==> config.mk <==
export PLATFORM = sky130hd
export DESIGN_NAME = row_three_tap_normalized_filter
export DESIGN_NICKNAME = d
export VERILOG_FILES = /design/src/rtl/core/rtf_pkg.sv /design/src/rtl/core/rtf_div_cell.sv /design/src/rtl/core/rtf_div_chain.sv /design/src/rtl/core/row_three_tap_normalized_filter.sv
export SDC_FILE = /design/constraint.sdc
export NUM_CORES = 2
export LEC_CHECK = 0
export ABC_AREA = 1
export ABC_CLOCK_PERIOD_IN_PS = 6900
export BUFFER_PORTS_ARGS = -buffer_cell sky130_fd_sc_hd__buf_2
export CORE_MARGIN = 2
export CORE_UTILIZATION = 60
export CTS_CLUSTER_SIZE = 24
export DETAILED_ROUTE_END_ITERATION = 10
export GPL_ROUTABILITY_DRIVEN = 0
export MAX_ROUTING_LAYER = met4
export PLACE_DENSITY = 0.76
export SETUP_SLACK_MARGIN = 0.05
export SLEW_MARGIN = 25
export SYNTH_ARGS = -nofsm -noshare
export SYNTH_HDL_FRONTEND = slang
export SYNTH_HIERARCHICAL = 1
export SYNTH_SLANG_ARGS = --single-unit
==> constraint.sdc <==
create_clock -name i_clk -period 6.9 [get_ports i_clk]
set_clock_uncertainty 0.15 [all_clocks]
set_input_delay 1.38 -clock i_clk [delete_from_list [all_inputs] [get_ports i_clk]]
set_output_delay 1.38 -clock i_clk [all_outputs]
set_load 0.01 [all_outputs]
==> src/rtl/core/rtf_pkg.sv <==
// ----------------------------------------------------------------------------
// rtf_pkg - shared types and constants for the row three-tap filter
// Register indexes, fixed field widths, the tag that travels with each
// division through the divider chain, and the sequencer state type.
// ----------------------------------------------------------------------------
package rtf_pkg;

    // fixed widths of the configuration fields
    localparam int WEIGHT_W = 8;
    localparam int ROW_W    = 13;
    localparam int CFG_W    = 13;
    localparam int CFG_IDX_W = 2;

    // weight sum: three 8-bit signed values, magnitude at most 384
    localparam int DSUM_W = WEIGHT_W + 2;
    localparam int DMAG_W = WEIGHT_W + 1;

    // output buffer depth
    localparam int FIFO_DEPTH = 4;
    localparam int FIFO_AW    = 2;
    localparam int FIFO_CW    = 3;

    // register indexes
    localparam logic [CFG_IDX_W-1:0] CFG_WEIGHT_LEFT   = 2'd0;
    localparam logic [CFG_IDX_W-1:0] CFG_WEIGHT_CENTER = 2'd1;
    localparam logic [CFG_IDX_W-1:0] CFG_WEIGHT_RIGHT  = 2'd2;
    localparam logic [CFG_IDX_W-1:0] CFG_ROW_WIDTH     = 2'd3;

    // reset values
    localparam logic [WEIGHT_W-1:0] RST_WEIGHT_LEFT   = 8'sd1;
    localparam logic [WEIGHT_W-1:0] RST_WEIGHT_CENTER = 8'sd2;
    localparam logic [WEIGHT_W-1:0] RST_WEIGHT_RIGHT  = 8'sd1;
    localparam logic [ROW_W-1:0]    RST_ROW_WIDTH     = 13'd256;

    // control that rides along with one division
    typedef struct packed {
        logic valid;
        logic neg;      // quotient is negative
        logic row_end;
        logic last;
    } t_div_tag;

    // request sequencer
    typedef enum logic {
        ST_IDLE,
        ST_SECOND
    } t_state;

endpackage

==> src/rtl/core/rtf_div_cell.sv <==
// ----------------------------------------------------------------------------
// rtf_div_cell - one restoring-division step
// Shifts in the next dividend bit, subtracts the divisor when it fits and
// shifts the quotient bit in. Registered; hands its result to the next cell.
// ----------------------------------------------------------------------------
module rtf_div_cell #(
    parameter int MAG_W = 25
) (
    input  logic                           i_clk,
    input  logic                           i_rst_n,
    input  rtf_pkg::t_div_tag              i_tag,
    input  logic [rtf_pkg::DMAG_W-1:0]     i_dmag,
    input  logic [rtf_pkg::DMAG_W-1:0]     i_rem,
    input  logic [MAG_W-1:0]               i_nq,
    output rtf_pkg::t_div_tag              o_tag,
    output logic [rtf_pkg::DMAG_W-1:0]     o_rem,
    output logic [MAG_W-1:0]               o_nq
);

    rtf_pkg::t_div_tag                 r_tag;
    logic [rtf_pkg::DMAG_W-1:0]        r_rem;
    logic [MAG_W-1:0]                  r_nq;
    logic [rtf_pkg::DMAG_W:0]          trial;
    logic [rtf_pkg::DMAG_W:0]          diff;
    logic                              fits;

    // trial subtract
    assign trial = {i_rem, i_nq[MAG_W-1]};
    assign fits  = trial >= {1'b0, i_dmag};
    assign diff  = trial - {1'b0, i_dmag};

    always_ff @(posedge i_clk) begin
        if (!i_rst_n) begin
            r_tag <= '0;
        end else begin
            r_tag <= i_tag;
        end
    end

    // data path, no reset
    always_ff @(posedge i_clk) begin
        r_rem <= fits ? diff[rtf_pkg::DMAG_W-1:0] : trial[rtf_pkg::DMAG_W-1:0];
        r_nq  <= {i_nq[MAG_W-2:0], fits};
    end

    assign o_tag = r_tag;
    assign o_rem = r_rem;
    assign o_nq  = r_nq;

endmodule

==> src/rtl/core/rtf_div_chain.sv <==
// ----------------------------------------------------------------------------
// rtf_div_chain - row of division cells
// Unsigned magnitude divide, one quotient bit per cell, each cell registered.
// A new division may enter every cycle.
// ----------------------------------------------------------------------------
module rtf_div_chain #(
    parameter int MAG_W = 25
) (
    input  logic                           i_clk,
    input  logic                           i_rst_n,
    input  rtf_pkg::t_div_tag              i_tag,
    input  logic [MAG_W-1:0]               i_mag,
    input  logic [rtf_pkg::DMAG_W-1:0]     i_dmag,
    output rtf_pkg::t_div_tag              o_tag,
    output logic [MAG_W-1:0]               o_quo
);

    rtf_pkg::t_div_tag             tag [MAG_W+1];
    logic [rtf_pkg::DMAG_W-1:0]    rem [MAG_W+1];
    logic [MAG_W-1:0]              nq  [MAG_W+1];

    // head of the chain: empty remainder, dividend in the shift field
    assign tag[0] = i_tag;
    assign rem[0] = '0;
    assign nq[0]  = i_mag;

    for (genvar k = 0; k < MAG_W; k++) begin : g_cell
        rtf_div_cell #(
            .MAG_W (MAG_W)
        ) u_cell (
            .i_clk   (i_clk),
            .i_rst_n (i_rst_n),
            .i_tag   (tag[k]),
            .i_dmag  (i_dmag),
            .i_rem   (rem[k]),
            .i_nq    (nq[k]),
            .o_tag   (tag[k+1]),
            .o_rem   (rem[k+1]),
            .o_nq    (nq[k+1])
        );
    end

    assign o_tag = tag[MAG_W];
    assign o_quo = nq[MAG_W];

endmodule

==> src/rtl/core/row_three_tap_normalized_filter.sv <==
// ----------------------------------------------------------------------------
// row_three_tap_normalized_filter - horizontal three-tap normalized filter
// Pixels enter on i_valid/o_ready in raster order; results leave on
// o_valid/i_ready. Weights and row width come in through the write port
// (i_cfg_we, i_cfg_index, i_cfg_data) and may only change while idle.
// Each result is the weighted sum of a pixel and its two row neighbors
// (zero outside the row) divided by the weight sum (one if that is zero),
// truncated toward zero and saturated to PIXEL_BITS signed.
// The first pixel of a row gives no result; later ones release the result
// of the pixel before them; the last pixel of a row releases two.
// Stages: multiply on accept, sum stage, PIXEL_BITS+9 divider cells, output
// buffer. A request is taken while at most two results are outstanding,
// so with the receiver ready the divider chain length sets the rate.
// A row-ending pixel holds o_ready low while its second result issues.
// Reset (synchronous, active low) restores weights 1/2/1, width 256, starts
// a new row and empties the pipeline. A stalled receiver keeps results in a
// four-entry buffer and the input stops once that would overflow.
// ----------------------------------------------------------------------------
module row_three_tap_normalized_filter #(
    parameter int MAX_ROW_WIDTH = 4096,
    parameter int PIXEL_BITS    = 16
) (
    input  logic                              i_clk,
    input  logic                              i_rst_n,
    // configuration write port
    input  logic                              i_cfg_we,
    input  logic [rtf_pkg::CFG_IDX_W-1:0]     i_cfg_index,
    input  logic [rtf_pkg::CFG_W-1:0]         i_cfg_data,
    // pixel input
    input  logic                              i_valid,
    output logic                              o_ready,
    input  logic signed [PIXEL_BITS-1:0]      i_pixel_in,
    // result output
    output logic                              o_valid,
    input  logic                              i_ready,
    output logic signed [PIXEL_BITS-1:0]      o_pixel_out,
    output logic                              o_row_end,
    output logic                              o_last_of_run
);

    localparam int COL_W  = $clog2(MAX_ROW_WIDTH);
    localparam int WIDE_W = (COL_W + 1 > rtf_pkg::ROW_W) ? COL_W + 1 : rtf_pkg::ROW_W;
    localparam int PROD_W = PIXEL_BITS + rtf_pkg::WEIGHT_W;
    localparam int NUM_W  = PIXEL_BITS + 10;
    localparam int MAG_W  = NUM_W - 1;

    localparam logic [WIDE_W-1:0] WMAX = WIDE_W'(MAX_ROW_WIDTH);
    localparam logic [WIDE_W-1:0] WMIN = WIDE_W'(2);
    localparam logic [MAG_W-1:0]  HI_MAG = MAG_W'((64'd1 << (PIXEL_BITS - 1)) - 64'd1);
    localparam logic [PIXEL_BITS-1:0] PIX_HI = PIXEL_BITS'((64'd1 << (PIXEL_BITS - 1)) - 64'd1);
    localparam logic [PIXEL_BITS-1:0] PIX_LO = PIXEL_BITS'(64'd1 << (PIXEL_BITS - 1));

    // configuration registers
    logic signed [rtf_pkg::WEIGHT_W-1:0] r_w_left, r_w_center, r_w_right;
    logic [rtf_pkg::ROW_W-1:0]           r_row_width;

    // row state
    logic [COL_W-1:0]                    r_col;
    logic signed [PIXEL_BITS-1:0]        r_prev, r_sprev;
    logic signed [PIXEL_BITS-1:0]        r_b_l, r_b_c;   // operands of the row's last result

    // sequencer
    rtf_pkg::t_state                     r_state, n_state;
    logic [rtf_pkg::FIFO_CW-1:0]         r_pending;

    // divisor
    logic signed [rtf_pkg::DSUM_W-1:0]   dsum, dsum_nz;
    logic [rtf_pkg::DMAG_W-1:0]          r_dmag;
    logic                                r_dneg;

    // multiply stage
    rtf_pkg::t_div_tag                   r_mul_tag;
    logic signed [PROD_W-1:0]            r_p_l, r_p_c, r_p_r;

    // sum stage
    rtf_pkg::t_div_tag                   r_sum_tag;
    logic [MAG_W-1:0]                    r_sum_mag;

    // job issue
    logic                                accept, ends, issue, issue_b;
    logic signed [PIXEL_BITS-1:0]        op_l, op_c, op_r;
    rtf_pkg::t_div_tag                   job_tag;
    logic [WIDE_W-1:0]                   w_ext, w_eff, col_ext;

    // output buffer
    logic [PIXEL_BITS-1:0]               r_fifo_pix  [rtf_pkg::FIFO_DEPTH];
    logic                                r_fifo_end  [rtf_pkg::FIFO_DEPTH];
    logic                                r_fifo_last [rtf_pkg::FIFO_DEPTH];
    logic [rtf_pkg::FIFO_AW-1:0]         r_wr_ptr, r_rd_ptr;
    logic [rtf_pkg::FIFO_CW-1:0]         r_count;
    logic                                pop;

    // divider ends
    rtf_pkg::t_div_tag                   div_tag;
    logic [MAG_W-1:0]                    div_quo;
    logic [PIXEL_BITS-1:0]               sat_pix;

    // ---------------------------------------------------------------- config
    always_ff @(posedge i_clk) begin
        if (!i_rst_n) begin
            r_w_left    <= rtf_pkg::RST_WEIGHT_LEFT;
            r_w_center  <= rtf_pkg::RST_WEIGHT_CENTER;
            r_w_right   <= rtf_pkg::RST_WEIGHT_RIGHT;
            r_row_width <= rtf_pkg::RST_ROW_WIDTH;
        end else if (i_cfg_we) begin
            unique case (i_cfg_index)
                rtf_pkg::CFG_WEIGHT_LEFT:   r_w_left    <= i_cfg_data[rtf_pkg::WEIGHT_W-1:0];
                rtf_pkg::CFG_WEIGHT_CENTER: r_w_center  <= i_cfg_data[rtf_pkg::WEIGHT_W-1:0];
                rtf_pkg::CFG_WEIGHT_RIGHT:  r_w_right   <= i_cfg_data[rtf_pkg::WEIGHT_W-1:0];
                rtf_pkg::CFG_ROW_WIDTH:     r_row_width <= i_cfg_data;
                default: ;
            endcase
        end
    end

    // divisor: weight sum, zero taken as one, split into sign and magnitude
    assign dsum = rtf_pkg::DSUM_W'(r_w_left) + rtf_pkg::DSUM_W'(r_w_center)
                + rtf_pkg::DSUM_W'(r_w_right);
    assign dsum_nz = (dsum == '0) ? rtf_pkg::DSUM_W'(1) : dsum;

    always_ff @(posedge i_clk) begin
        r_dneg <= dsum_nz[rtf_pkg::DSUM_W-1];
        r_dmag <= dsum_nz[rtf_pkg::DSUM_W-1] ? rtf_pkg::DMAG_W'(-dsum_nz)
                                             : rtf_pkg::DMAG_W'(dsum_nz);
    end

    // ------------------------------------------------------------ row logic
    assign w_ext   = WIDE_W'(r_row_width);
    assign w_eff   = (w_ext < WMIN) ? WMIN : ((w_ext > WMAX) ? WMAX : w_ext);
    assign col_ext = WIDE_W'(r_col);
    assign ends    = col_ext >= (w_eff - WIDE_W'(1));

    assign o_ready = (r_state == rtf_pkg::ST_IDLE) && (r_pending <= rtf_pkg::FIFO_CW'(2));
    assign accept  = i_valid && o_ready;

    always_ff @(posedge i_clk) begin
        if (!i_rst_n) begin
            r_col   <= '0;
            r_prev  <= '0;
            r_sprev <= '0;
        end else if (accept) begin
            if (r_col == '0) begin
                r_sprev <= '0;
                r_prev  <= i_pixel_in;
                r_col   <= COL_W'(1);
            end else if (ends) begin
                r_col   <= '0;
                r_prev  <= '0;
                r_sprev <= '0;
            end else begin
                r_sprev <= r_prev;
                r_prev  <= i_pixel_in;
                r_col   <= r_col + COL_W'(1);
            end
        end
    end

    // operands of the row's final result
    always_ff @(posedge i_clk) begin
        if (accept) begin
            r_b_l <= r_prev;
            r_b_c <= i_pixel_in;
        end
    end

    // ------------------------------------------------------------ sequencer
    always_comb begin
        n_state = r_state;
        unique case (r_state)
            rtf_pkg::ST_IDLE:   if (accept && (r_col != '0) && ends) n_state = rtf_pkg::ST_SECOND;
            rtf_pkg::ST_SECOND: n_state = rtf_pkg::ST_IDLE;
            default:            n_state = rtf_pkg::ST_IDLE;
        endcase
    end

    always_comb begin
        issue_b = 1'b0;
        issue   = 1'b0;
        unique case (r_state)
            rtf_pkg::ST_IDLE:   issue = accept && (r_col != '0);
            rtf_pkg::ST_SECOND: begin
                issue   = 1'b1;
                issue_b = 1'b1;
            end
            default: ;
        endcase
    end

    // operands and tag of the issued division
    always_comb begin
        if (issue_b) begin
            op_l = r_b_l;
            op_c = r_b_c;
            op_r = '0;
            job_tag = '{valid: 1'b1, neg: 1'b0, row_end: 1'b1, last: 1'b1};
        end else begin
            op_l = (r_col == COL_W'(1)) ? '0 : r_sprev;
            op_c = r_prev;
            op_r = i_pixel_in;
            job_tag = '{valid: issue, neg: 1'b0, row_end: 1'b0, last: !ends};
        end
    end

    always_ff @(posedge i_clk) begin
        if (!i_rst_n) begin
            r_state   <= rtf_pkg::ST_IDLE;
            r_pending <= '0;
        end else begin
            r_state   <= n_state;
            r_pending <= r_pending + rtf_pkg::FIFO_CW'(issue) - rtf_pkg::FIFO_CW'(pop);
        end
    end

    // ------------------------------------------------------- multiply stage
    always_ff @(posedge i_clk) begin
        if (!i_rst_n) begin
            r_mul_tag <= '0;
        end else begin
            r_mul_tag <= job_tag;
        end
    end

    always_ff @(posedge i_clk) begin
        r_p_l <= PROD_W'(r_w_left)   * PROD_W'(op_l);
        r_p_c <= PROD_W'(r_w_center) * PROD_W'(op_c);
        r_p_r <= PROD_W'(r_w_right)  * PROD_W'(op_r);
    end

    // ------------------------------------------------------------ sum stage
    logic signed [NUM_W-1:0] num;
    assign num = NUM_W'(r_p_l) + NUM_W'(r_p_c) + NUM_W'(r_p_r);

    always_ff @(posedge i_clk) begin
        if (!i_rst_n) begin
            r_sum_tag <= '0;
        end else begin
            r_sum_tag <= '{valid: r_mul_tag.valid, neg: num[NUM_W-1] ^ r_dneg,
                           row_end: r_mul_tag.row_end, last: r_mul_tag.last};
        end
    end

    always_ff @(posedge i_clk) begin
        r_sum_mag <= num[NUM_W-1] ? MAG_W'(-num) : MAG_W'(num);
    end

    // -------------------------------------------------------------- divider
    rtf_div_chain #(
        .MAG_W (MAG_W)
    ) u_div (
        .i_clk   (i_clk),
        .i_rst_n (i_rst_n),
        .i_tag   (r_sum_tag),
        .i_mag   (r_sum_mag),
        .i_dmag  (r_dmag),
        .o_tag   (div_tag),
        .o_quo   (div_quo)
    );

    // sign and saturation
    always_comb begin
        if (!div_tag.neg) begin
            sat_pix = (div_quo > HI_MAG) ? PIX_HI : div_quo[PIXEL_BITS-1:0];
        end else if (div_quo > HI_MAG + MAG_W'(1)) begin
            sat_pix = PIX_LO;
        end else begin
            sat_pix = -div_quo[PIXEL_BITS-1:0];
        end
    end

    // -------------------------------------------------------- output buffer
    assign pop = o_valid && i_ready;

    always_ff @(posedge i_clk) begin
        if (!i_rst_n) begin
            r_wr_ptr <= '0;
            r_rd_ptr <= '0;
            r_count  <= '0;
        end else begin
            if (div_tag.valid) r_wr_ptr <= r_wr_ptr + rtf_pkg::FIFO_AW'(1);
            if (pop)           r_rd_ptr <= r_rd_ptr + rtf_pkg::FIFO_AW'(1);
            r_count <= r_count + rtf_pkg::FIFO_CW'(div_tag.valid) - rtf_pkg::FIFO_CW'(pop);
        end
    end

    always_ff @(posedge i_clk) begin
        if (div_tag.valid) begin
            r_fifo_pix[r_wr_ptr]  <= sat_pix;
            r_fifo_end[r_wr_ptr]  <= div_tag.row_end;
            r_fifo_last[r_wr_ptr] <= div_tag.last;
        end
    end

    assign o_valid       = r_count != '0;
    assign o_pixel_out   = r_fifo_pix[r_rd_ptr];
    assign o_row_end     = r_fifo_end[r_rd_ptr];
    assign o_last_of_run = r_fifo_last[r_rd_ptr];

endmodule
Word-level counts from Yosys, hierarchy flattened
Memories as Yosys holds them, arrays and structs flattened. A register that Yosys moved wholly into a read port is not among the register bits.
Index checks and enable logic that the tools add are counted.
W data, S select, Z words.
{ "totals": {"reg_bits": 1179, "ram_bits": 72, "input_bits": 36, "output_inout_bits": 20, "mem_count": 3} }
{ "memory_table": {"columns": ["memory", "depth", "word_bits", "read_ports", "rd_clocked_by_memory_dff", "write_ports", "line", "text"], "rows": [
  ["r_fifo_pix", 4, 16, 1, 1, 1, "row_three_tap_normalized_filter.sv:86", "logic [PIXEL_BITS-1:0] r_fifo_pix [rtf_pkg::FIFO_DEPTH];"],
  ["r_fifo_end", 4, 1, 1, 1, 1, "row_three_tap_normalized_filter.sv:87", "logic r_fifo_end [rtf_pkg::FIFO_DEPTH];"],
  ["r_fifo_last", 4, 1, 1, 1, 1, "row_three_tap_normalized_filter.sv:88", "logic r_fifo_last [rtf_pkg::FIFO_DEPTH];"]
]} }
{ "op_classes": {"addsub": 39, "n_mul": 3, "magnitude_cmp": 31, "eq_ne": 4, "n_mux": 55, "bitwise_logic": 2, "n_reduce_logical": 15} }
{ "op_table": {"columns": ["operator", "n"], "rows": [
  ["$ge A10 B9 Y1", 24],
  ["$mux W9", 24],
  ["$sub A9 B9 Y9", 23],
  ["$mux W16", 11],
  ["$mul A8 B16 Y24", 3],
  ["$add A25 B24 Y26", 1],
  ["$mux W13", 2],
  ["$add A24 B24 Y25", 1],
  ["$gt A25 B15 Y1 const B", 1],
  ["$gt A25 B16 Y1 const B", 1],
  ["$mux W25", 1],
  ["$neg A25 Y25", 1],
  ["$mux W12", 2],
  ["$neg A16 Y16", 1],
  ["$ge A12 B13 Y1", 1],
  ["$gt A13 B13 Y1 const B", 1],
  ["$lt A13 B2 Y1 const B", 1],
  ["$sub A13 B1 Y13 const B", 1],
  ["$add A12 B1 Y12 const B", 1],
  ["$eq A12 B1 Y1 const B", 1],
  ["$logic_not A12 Y1", 1],
  ["$mux W2", 6],
  ["$reduce_bool A12 Y1", 1],
  ["$add A9 B8 Y10", 1],
  ["22 further kinds", 38]
]} }

Longest topological paths before layout
{ "depth": {"depth_word": 8, "depth_mapped": 30, "depth_no_buf": 28} }

Modules after synthesis
Netlist, hierarchy kept.
{ "modules_own_cells": {"columns": ["module", "n_inst", "cells_each", "area_per_inst_um2"], "rows": [
  ["rtf_div_cell at u_div.g_cell[14].u_cell ...", 20, 185, 1524.0],
  ["row_three_tap_normalized_filter", 1, 3396, 28025.6],
  ["rtf_div_cell at u_div.g_cell[0].u_cell ...", 5, 172, 1452.6],
  ["rtf_div_chain", 1, 1, 3.8]
]} }

Worst setup path after synthesis
OpenSTA, ideal clock, no wires.
{ "synth_timing": {"path_type": "register to register", "from": "reg r_col[11]", "to": "reg r_p_l[19]", "setup_time_ns": 0.072, "arrival_ns": 5.373, "required_ns": 6.678, "slack_ns": 1.306, "path_stages_with_launch": 25, "path_buffers": 1, "synth_period_minus_slack_ns": 5.594, "path_cell_list": "dfxtp_1 -> nor4_1 -> nand4_1 -> buf_2 -> nand2_1 -> nand2_1 -> o21ai_1 -> nand2_1 -> fa_1 -> fa_1 -> inv_1 -> fa_1 -> inv_1 -> fa_1 -> inv_1 -> ha_1 -> nand2_1 -> o21ai_0 -> a21oi_1 -> o21ai_0 -> nand2_1 -> nand3_1 -> nand2_1 -> o21ai_0 -> xor2_1"} }
{ "synth_via": {"elab_chain_len": 4} }
{ "synth_rtl": {"columns": ["item", "line", "text"], "rows": [
  ["start, declared", "row_three_tap_normalized_filter.sv:58", "logic [COL_W-1:0] r_col;"],
  ["start signal, assigned", "row_three_tap_normalized_filter.sv:153", "r_col <= r_col + COL_W'(1);"],
  ["$eq A12 B1 Y1", "row_three_tap_normalized_filter.sv:197", "op_l = (r_col == COL_W'(1)) ? '0 : r_sprev;"],
  ["$mux W16", "row_three_tap_normalized_filter.sv:197", null],
  ["$mux W16", "row_three_tap_normalized_filter.sv:191", "if (issue_b) begin"],
  ["$mul A8 B16 Y24", "row_three_tap_normalized_filter.sv:224", "r_p_l <= PROD_W'(r_w_left) * PROD_W'(op_l);"],
  ["end signal, assigned", "row_three_tap_normalized_filter.sv:224", null],
  ["end, declared", "row_three_tap_normalized_filter.sv:73", "logic signed [PROD_W-1:0] r_p_l, r_p_c, r_p_r;"]
]} }
Every way passes these cells.
A chain may end at the register's enable or synchronous reset.

Worst setup path after layout
{ "layout_timing": {"from": "reg r_col[11]", "to": "reg r_p_l[18]"} }
Same word-level chain as after synthesis.

==> results.sh <==
export IMPL_status="complete, no violations"
export IMPL_dp_cells=9269
export IMPL_grt_pass1_wl_um=242000
export IMPL_cp_arrival_ps=6690
export IMPL_cts_root_buf="clkbuf_16"
export IMPL_utilization_pct=66.4
export IMPL_critical_path_class="reg2reg"
export IMPL_drt_iter0_markers=3684
export IMPL_hold_viol=0
export IMPL_postCtsSetupBuffers=0
export IMPL_drv_cap=0
export IMPL_drive_gt1_share_pct=7.31
export IMPL_coreArea_um2=107000
export IMPL_grt_overflow=0
export IMPL_tns_ps=0
export IMPL_layout_cells_non_filler=9494
export IMPL_period_needed_ps=6200
export IMPL_drv_slew=0
export IMPL_cts_tree="done"
export IMPL_drt_pass1_iterations=6
export IMPL_ios=56
export IMPL_area_delta_synth_final_pct=9.38
export IMPL_grt_pass1_vias=49125
export IMPL_wl_per_cell_um=15.3
export IMPL_yosys_warnings=6
export IMPL_dieArea_um2=111000
export IMPL_die_h_um=334
export IMPL_synth_cell_area_um2=65200
export IMPL_antenna_found_initial=1
export IMPL_die_w_um=334
export IMPL_power_leakage_nw=37.2
export IMPL_avgSynthCellArea_um2=8.30
export IMPL_ir_drop_mv=0.290
export IMPL_grt_util_all_layers_pct=27.4
export IMPL_power_w=0.0378
export IMPL_ant_nets=0
export IMPL_hold_path_class="reg2reg"
export IMPL_power_density_nw_per_um2=530
export IMPL_cts_made_buffers=120
export IMPL_dp_hpwl_um=107000
export IMPL_rows=120
export IMPL_final_period_utilization_pct=89.9
export IMPL_clk_insertion_delay_late_ps=730
export IMPL_tightest_slew_ps=1060
export IMPL_htreeDepth=3
export IMPL_clock_path_buffers=3
export IMPL_max_freq_ghz=0.161
export IMPL_nets=8815
export IMPL_final_setup_viol_count=0
export IMPL_port_buffers=55
export IMPL_ctsResizeCount=0
export IMPL_rsz0062_at_grt="false"
export IMPL_via_per_inst=5.20
export IMPL_fill_cells=8553
export IMPL_final_area_um2=71300
export IMPL_totalWireLength_um=146000
export IMPL_synthCells=7859
export IMPL_worst_setup_path_end_kind="register"
export IMPL_relSlewSlack_pct=29.1
export IMPL_cp_max_fo=16
export IMPL_drc=0
export IMPL_most_common_layout_cells="2086 x nand2_1, 1474 x inv_1, 1147 x dfxtp_1"
export IMPL_via_count=49331
export IMPL_grt_max_degree=63
export IMPL_cts_sinks=1253
export IMPL_holdBufCountCts=0
export IMPL_crit_path_start_kind="register"
export IMPL_cp_required_ps=7390
export IMPL_dpl_cell_area_um2=67100
export IMPL_final_common_cell="nand2_1"
export IMPL_clk_pin_slew_ps=70
export IMPL_initial_core_util_pct=60.7
[where the power goes]
part	total (W)	switching, W	leakage [nW]	internal (W)
registers	0.0117	0.00136	10.5	0.0104
clock network	0.00677	0.00289	2.05	0.00388
logic	0.0193	0.0126	24.6	0.00663
total	0.0378	0.0169	37.2	0.0209
[critical path: stages (launching register included)]
cell	delay (ps)
dfxtp_1	350
nor4_1	540
nand4_1	190
buf_4	240
nand3_1	70
and2_1	280
inv_1	120
nor2_1	170
fa_1	450
fa_1	520
fa_1	550
inv_1	60
fa_1	550
inv_1	60
ha_1	390
nand2_1	140
nor2_1	230
o21ai_0	140
o211ai_1	150
nor2_1	110
o21ai_0	300
nand3_1	120
nand2_1	90
xor2_1	140
[final timing paths]
path                                    startpoint                          endpoint  slack, ps  cells past startpoint
hold / removal    u_div/g_cell[12].u_cell/o_nq[15]  u_div/g_cell[13].u_cell/o_nq[16]        140                      0
setup / recovery                         r_col[11]                         r_p_l[18]        700                     23
setup reg to reg                         r_col[11]                         r_p_l[18]        700                     23
hold reg to reg   u_div/g_cell[12].u_cell/o_nq[15]  u_div/g_cell[13].u_cell/o_nq[16]        140                      0
[per-layer routing]
metal,up-vias,share of wire (%),global-route usage [%]
met1,23046,42,32.9
li1,24361,-,-
met4,0,4.1,10.5
met3,352,6.5,4.30
met2,1572,48,46.2
met5,-,0,-
[cell type report]
cell class                 count  area (um2)  area share [%]
multi-input combinational   5046       33200            46.5
clock inverter                75         886            1.24
timing repair buffer          83         492           0.689
clock buffer                 149        3320            4.65
inverter                    1484        5570            7.81
sequential                  1253       26100            36.6
tap                         1403        1760            2.46
antenna                        1        2.50         0.00351
[flip-flops by register name (all words and copies together), names as in the netlist, 3 cells and up, named ones only]
| name | count |
|---|---|
| r_mul_tag | 3 |
| r_pending | 3 |
| u_div/g_cell.u_cell/o_nq | 625 |
| u_div/g_cell.u_cell/o_rem | 216 |
| r_p_c | 24 |
| r_prev | 16 |
| r_p_r | 24 |
| r_sum_mag | 25 |
| r_fifo_end | 4 |
| r_p_l | 24 |
| r_col | 12 |
| u_div/g_cell.u_cell/o_tag | 100 |
| r_w_center | 8 |
| r_count | 3 |
| r_fifo_last | 4 |
| r_b_l | 16 |
| r_w_right | 8 |
| r_w_left | 8 |
| r_sprev | 16 |
| r_fifo_pix | 64 |
| r_dmag | 9 |
| r_sum_tag | 4 |
| r_b_c | 16 |
| r_row_width | 13 |
[stage by stage]
stage	setup slack, ps	hold slack [ps]
2_1_floorplan	1310	160
6_report	699	137
4_1_cts	847	132
3_5_place_dp	730	162
3_3_place_gp	841	159
5_1_grt	401	134
No activity file was read; power rests on OpenSTA's default activity.
